$ cat src/rtl/csds_pkg.sv
// shared types and constants for the counter sample delta scaler
package csds_pkg;

  typedef enum logic [2:0] {
    ST_OK               = 3'd0,
    ST_WARMUP           = 3'd1,
    ST_NOT_RUNNING      = 3'd2,
    ST_CLOCK_REGRESSION = 3'd3,
    ST_COUNTER_RESET    = 3'd4
  } status_e;

  typedef struct packed {
    logic [63:0] count;
    logic [63:0] enabled;
    logic [63:0] running;
    logic [63:0] stamp;
  } sample_t;

  typedef struct packed {
    logic start;
    logic busy;
    logic done;
  } div_ctl_t;

endpackage

$ cat src/rtl/csds_muldiv.sv
// iterative floor(a*b/d) with saturation, one quotient bit per cycle
module csds_muldiv import csds_pkg::*; (
  input  logic        clk_i,
  input  logic        rst_ni,
  input  logic        start_i,
  input  logic [63:0] a_i,
  input  logic [63:0] b_i,
  input  logic [63:0] d_i,
  output div_ctl_t    ctl_o,
  output logic [63:0] quot_o
);

  typedef enum logic [3:0] {
    S_IDLE = 4'b0001,
    S_MUL  = 4'b0010,
    S_DIV  = 4'b0100,
    S_DONE = 4'b1000
  } state_e;

  state_e      state_q, state_d;
  logic [1:0]  part_q;
  logic [127:0] prod_q;
  logic [63:0] a_q, b_q, d_q, rem_q, quot_q;
  logic [5:0]  bit_q;
  logic [31:0] mul_a, mul_b;
  logic [63:0] pp;
  logic [64:0] rem_sh;
  logic        take;

  // one 32x32 partial product a cycle
  always_comb begin
    unique case (part_q)
      2'd0: begin mul_a = a_q[31:0];  mul_b = b_q[31:0];  end
      2'd1: begin mul_a = a_q[31:0];  mul_b = b_q[63:32]; end
      2'd2: begin mul_a = a_q[63:32]; mul_b = b_q[31:0];  end
      default: begin mul_a = a_q[63:32]; mul_b = b_q[63:32]; end
    endcase
    pp = 64'(mul_a) * 64'(mul_b);
  end

  assign rem_sh = {rem_q, prod_q[7'(bit_q)]};
  assign take   = rem_sh >= {1'b0, d_q};

  always_comb begin
    state_d = state_q;
    unique case (state_q)
      S_IDLE: if (start_i) state_d = S_MUL;
      S_MUL:  if (part_q == 2'd3) state_d = S_DIV;
      S_DIV:  if (prod_q[127:64] >= d_q || d_q == '0 || bit_q == '0) state_d = S_DONE;
      S_DONE: state_d = S_IDLE;
      default: state_d = S_IDLE;
    endcase
  end

  always_ff @(posedge clk_i or negedge rst_ni) begin
    if (!rst_ni) begin
      state_q <= S_IDLE;
      part_q  <= '0;
      bit_q   <= '0;
    end else begin
      state_q <= state_d;
      if (state_q == S_IDLE) begin
        part_q <= '0;
        bit_q  <= 6'd63;
      end else if (state_q == S_MUL) begin
        part_q <= part_q + 2'd1;
      end else if (state_q == S_DIV) begin
        bit_q <= bit_q - 6'd1;
      end
    end
  end

  always_ff @(posedge clk_i) begin
    unique case (state_q)
      S_IDLE: begin
        a_q    <= a_i;
        b_q    <= b_i;
        d_q    <= d_i;
        prod_q <= '0;
        rem_q  <= '0;
        quot_q <= '0;
      end
      S_MUL: begin
        unique case (part_q)
          2'd0: prod_q <= prod_q + {64'd0, pp};
          2'd1, 2'd2: prod_q <= prod_q + {32'd0, pp, 32'd0};
          default: begin
            prod_q <= prod_q + {pp, 64'd0};
            rem_q  <= prod_q[127:64] + pp;
          end
        endcase
      end
      S_DIV: begin
        if (prod_q[127:64] >= d_q || d_q == '0) begin
          quot_q <= '1;
        end else begin
          rem_q  <= take ? 64'(rem_sh - {1'b0, d_q}) : rem_sh[63:0];
          quot_q <= {quot_q[62:0], take};
        end
      end
      default: ;
    endcase
  end

  assign ctl_o.start = start_i;
  assign ctl_o.busy  = state_q != S_IDLE;
  assign ctl_o.done  = state_q == S_DONE;
  assign quot_o      = quot_q;

endmodule

$ cat config.mk
export PLATFORM = sky130hd
export DESIGN_NAME = csds_muldiv
export DESIGN_NICKNAME = d
export VERILOG_FILES = /design/src/rtl/csds_pkg.sv /design/src/rtl/csds_muldiv.sv
export SDC_FILE = /design/constraint.sdc
export NUM_CORES = 2
export LEC_CHECK = 0
export ABC_AREA = 1
export BUFFER_PORTS_ARGS = -buffer_cell sky130_fd_sc_hd__buf_2
export CAP_MARGIN = 25
export CELL_PAD_IN_SITES_DETAIL_PLACEMENT = 1
export CELL_PAD_IN_SITES_GLOBAL_PLACEMENT = 2
export CORE_AREA = 2 2 638 323
export DETAILED_ROUTE_END_ITERATION = 8
export DIE_AREA = 0 0 640 325
export GPL_ROUTABILITY_DRIVEN = 1
export PLACE_DENSITY = 0.85
export SYNTH_ARGS = -nofsm -noshare
export SYNTH_HDL_FRONTEND = slang
export SYNTH_SLANG_ARGS = --single-unit
$ cat constraint.sdc
create_clock -name clk_i -period 20 [get_ports clk_i]
set_input_delay 2 -clock clk_i [delete_from_list [all_inputs] [get_ports clk_i]]
set_output_delay 2 -clock clk_i [all_outputs]
set_load 0.05 [all_outputs]
==> run_results.csv <==
group,metric,value,unit
status,outcome,"finished, final reports clean",
clock_tree,clock_sinks,460,
global_route,grt_pass1_wl,713000,um
timing,clock_skew,0.0508,ns
final_layout,final_nets,13800,
route,ant_nets,0,
route,route.detailed.drc,0,
floorplan,rows,117,
timing,hold_ws,0.560,ns
route,drtIter0Drc,15300,
clock_tree,cts_max_level,2,
route,routedWlPerCell,35.9,um
placed_design,io_buffers,261,
worst_hold_path,holdCritPathClass,"flip-flop to flip-flop",
timing,grt_setup_unrepaired,"no",
yosys,synth_edf_count,448,
route,drt-total-wl,538000,um
clock_tree,holdBufCountCts,0,
global_route,antenna_found_initial,65,
setup_path,worstSetupPathType,"flip-flop to flip-flop",
yosys,netlist_area,80600,um^2
yosys,syn_nets,13500,
final_layout,final_cell_area,89200,um^2
setup_path,startpoint_type,"flip-flop",
clock_tree,clk_pin_slew,0.09,ns
worst_hold_path,hp-start,"quot_o[9]",
timing,post-route-period-util,80.9,%
yosys,syn_inst,11800,
yosys,ys_warn_count,0,
global_route,grt_pass1_vias,85300,
timing,tns,0,ns
timing,finalHoldViolations,0,
clock_tree,cts_made_buffers,57,
timing,min_period,16.18,ns
setup_path,reg2reg_from,"part_q[0]",
global_route,grt_max_degree,120,
timing,max_freq,61.8,MHz
global_route,gr-total-overflow,0,
setup_path,path_delay_family,"adder cells",
floorplan,start_util,39.9,%
setup_path,cp_slowest_cell,"o21ai_0",
floorplan,dieArea,208000,um^2
placed_design,gp_congestion,1.21,
clock_tree,post-cts-setup-buffer-count,0,
setup_path,reg2reg_depth,42,
setup_path,worst-r2r-setup-slack,3.82,ns
final_layout,post-route-util,44.1,%
final_layout,syn_to_final_growth,10.6,%
yosys,ys.flop_type,"edfxtp_1",
floorplan,die_x,640,um
yosys,async_flop_share,2.61,%
floorplan,core_area,202000,um^2
setup_path,crit_fanout,36,
setup_path,slowest_delay,1.24,ns
yosys,ys_ff_latch,460,
global_route,grt_usage,50.2,%
timing,slew_headroom,6.37,%
yosys,avgSynthCellArea,6.84,um^2
timing,tightest_slew,1.40,ns
setup_path,crit_buf_inv,11,
clock_tree,cts_tree,"built",
placed_design,place_area,86700,um^2
floorplan,die_y,325,um
job,maxCapViolCount,0,
floorplan,boundaryPins,262,
timing,drv_slew,0,
placed_design,dp_hpwl,465000,um
clock_tree,cts_resized,0,
yosys,ys_seq_area_share,17.1,%
route,first_pass_iters,7,
final_layout,fillers,26200,
setup_path,critical_path_arrival,16.68,ns
clock_tree,clock_path_buffers,3,
worst_hold_path,whs_path_depth,2,
setup_path,required,20.51,ns
setup_path,path_common_cell,"fa_1",
worst_hold_path,holdPathEnd,"quot_o[10]",
final_layout,drive_gt1_share,6.52,%
clock_tree,cts_root_buffer,"clkbuf_16",
setup_path,worstSetupEndpointType,"flip-flop",
yosys,synth_cell_types,51,
route,vias_per_cell,6.19,
clock_tree,worstSkewPairLatency,0.83,ns
setup_path,r2r-end,"prod_q[58]",
route,num_vias,92600,
timing,finalSetupViolations,0,
==> registers in the layout (all words and copies together) (netlist names) <==
register  flops
prod_q      128
a_q          64
b_q          64
d_q          64
quot_o       64
rem_q        64
bit_q         6
state_q       4
part_q        2
==> placed cells by master (no fill, tap or decap), drive strengths merged, types with 2 or more instances in the layout <==
master / synthesis / routed
a221oi: 3 / 3
and3: 4 / 4
fa: 900 / 900
a21oi: 569 / 569
o211ai: 11 / 11
a31oi: 61 / 61
edfxtp: 448 / 448
o22ai: 2 / 2
nand3b: 66 / 66
a211oi: 3 / 3
xnor2: 63 / 63
o21bai: 45 / 45
ha: 604 / 604
o21a: 16 / 16
nand4: 79 / 79
clkinv: 18 / 33
a22oi: 11 / 11
nor2: 1428 / 1428
inv: 2371 / 2378
o21ai: 434 / 434
or2: 41 / 41
buf: 41 / 542
and2: 3 / 3
nor3: 137 / 137
diode: 0 / 54
clkbuf: 231 / 67
nand3: 632 / 632
xor2: 44 / 44
a21boi: 41 / 41
dfrtp: 11 / 11
nor4: 51 / 51
bufinv: 0 / 15
nand2: 3388 / 3388
clkinvlp: 0 / 8
a21o: 28 / 28
==> worst max-delay path by stage <==
stage	from	depth (start not counted)	end	slack, ns
2_1_floorplan	state_q[0]	4	prod_q[0]	5.08
3_3_place_gp	part_q[0]	40	prod_q[98]	4.30
3_5_place_dp	part_q[0]	47	prod_q[122]	5.40
4_1_cts	part_q[0]	47	prod_q[122]	5.36
5_1_grt	part_q[0]	42	prod_q[58]	4.10
6_report	part_q[0]	42	prod_q[58]	3.82
==> layer usage <==
layer,wire length [um],vias up,GRT usage (%)
li1,-,37200,-
met1,236000,46500,73.6
met2,158000,8068,49.1
met3,128000,719,44.1
met4,9310,94,7.18
met5,6610,-,22.0
==> worst register-to-register path, delay by kind of cell (launching register included) <==
kind / cells / cell delay [ns]
AOI/OAI and AO/OA: 10 / 3.88
xor gates and xnor gates: 1 / 0.88
adders and majority gates: 11 / 5.39
buffers and inverters: 11 / 2.94
DFF: 1 / 0.40
and+or+nand+nor: 9 / 2.42
==> Yosys cell counts (2+ instances only) <==
master    number  area, um^2
o21bai_1      45         338
inv_2         17        63.8
and2_1         3        18.8
nor2_1      1417        5320
o22ai_1        2        12.5
xnor2_1       63         552
nor4_1        50         313
a211oi_1       3        22.5
edfxtp_1     448       13500
a31oi_1       61         382
a21o_1        28         210
clkbuf_1     231         867
a21oi_1      567        2840
fa_1         900       18000
nand2_4        2        22.5
nand4_1       79         494
nand2_1     3380       12700
clkinv_1      18        67.6
and3_1         4        25.0
nand3b_1      66         495
nor2_2        10        62.6
o21ai_1       69         345
nor3_1       134         671
ha_1         604        7560
buf_1         16        60.1
nand3_1      631        3160
a21boi_1       4        30.0
a21boi_0      37         278
dfrtp_1       11         275
a221oi_1       3        26.3
a22oi_1       11        82.6
buf_4          2        15.0
buf_2         15        75.1
buf_6          7        78.8
a21oi_2        2        17.5
inv_1       2354        8840
xor2_1        44         385
nand2_2        6        37.5
o211ai_1      11        82.6
nor3_2         3        30.0
or2_2         41         257
o21a_1        16         120
o21ai_0      365        1830
==> logic make-up after synthesis <==
logic type | after synthesis | share of synthesized area [%]
AOI/OAI and AO/OA | 1226 | 8.22
xor gates and xnor gates | 107 | 1.16
adders and majority gates | 1504 | 31.7
buffers and inverters | 2661 | 12.5
DFF | 460 | 17.1
and+or+nand+nor | 5830 | 29.3
==> layout make-up <==
class                   count  area (um^2)  area share (%)
multi-input cells        8667        57100            64.1
flip-flops and latches    460        13800            15.4
inverters                2389         8970            10.1
repair buffers            546         3590            4.03
well taps                2737         3420            3.84
clock buffers              63         1450            1.62
clock inverters            45          704           0.790
diodes                     54          135           0.152
==> metrics by stage <==
step / setup WS, ns / instances
after CTS: 5.36 / 14900
after floorplan: 5.08 / 11800
after global routing: 4.10 / 14900
after detailed placement: 5.40 / 14800
after global placement: 4.30 / 14800
final: 3.82 / 15000
Power is left out: the tool's default activity adds up to more than one toggle a clock period on the data nets, which glitch-free logic cannot reach.
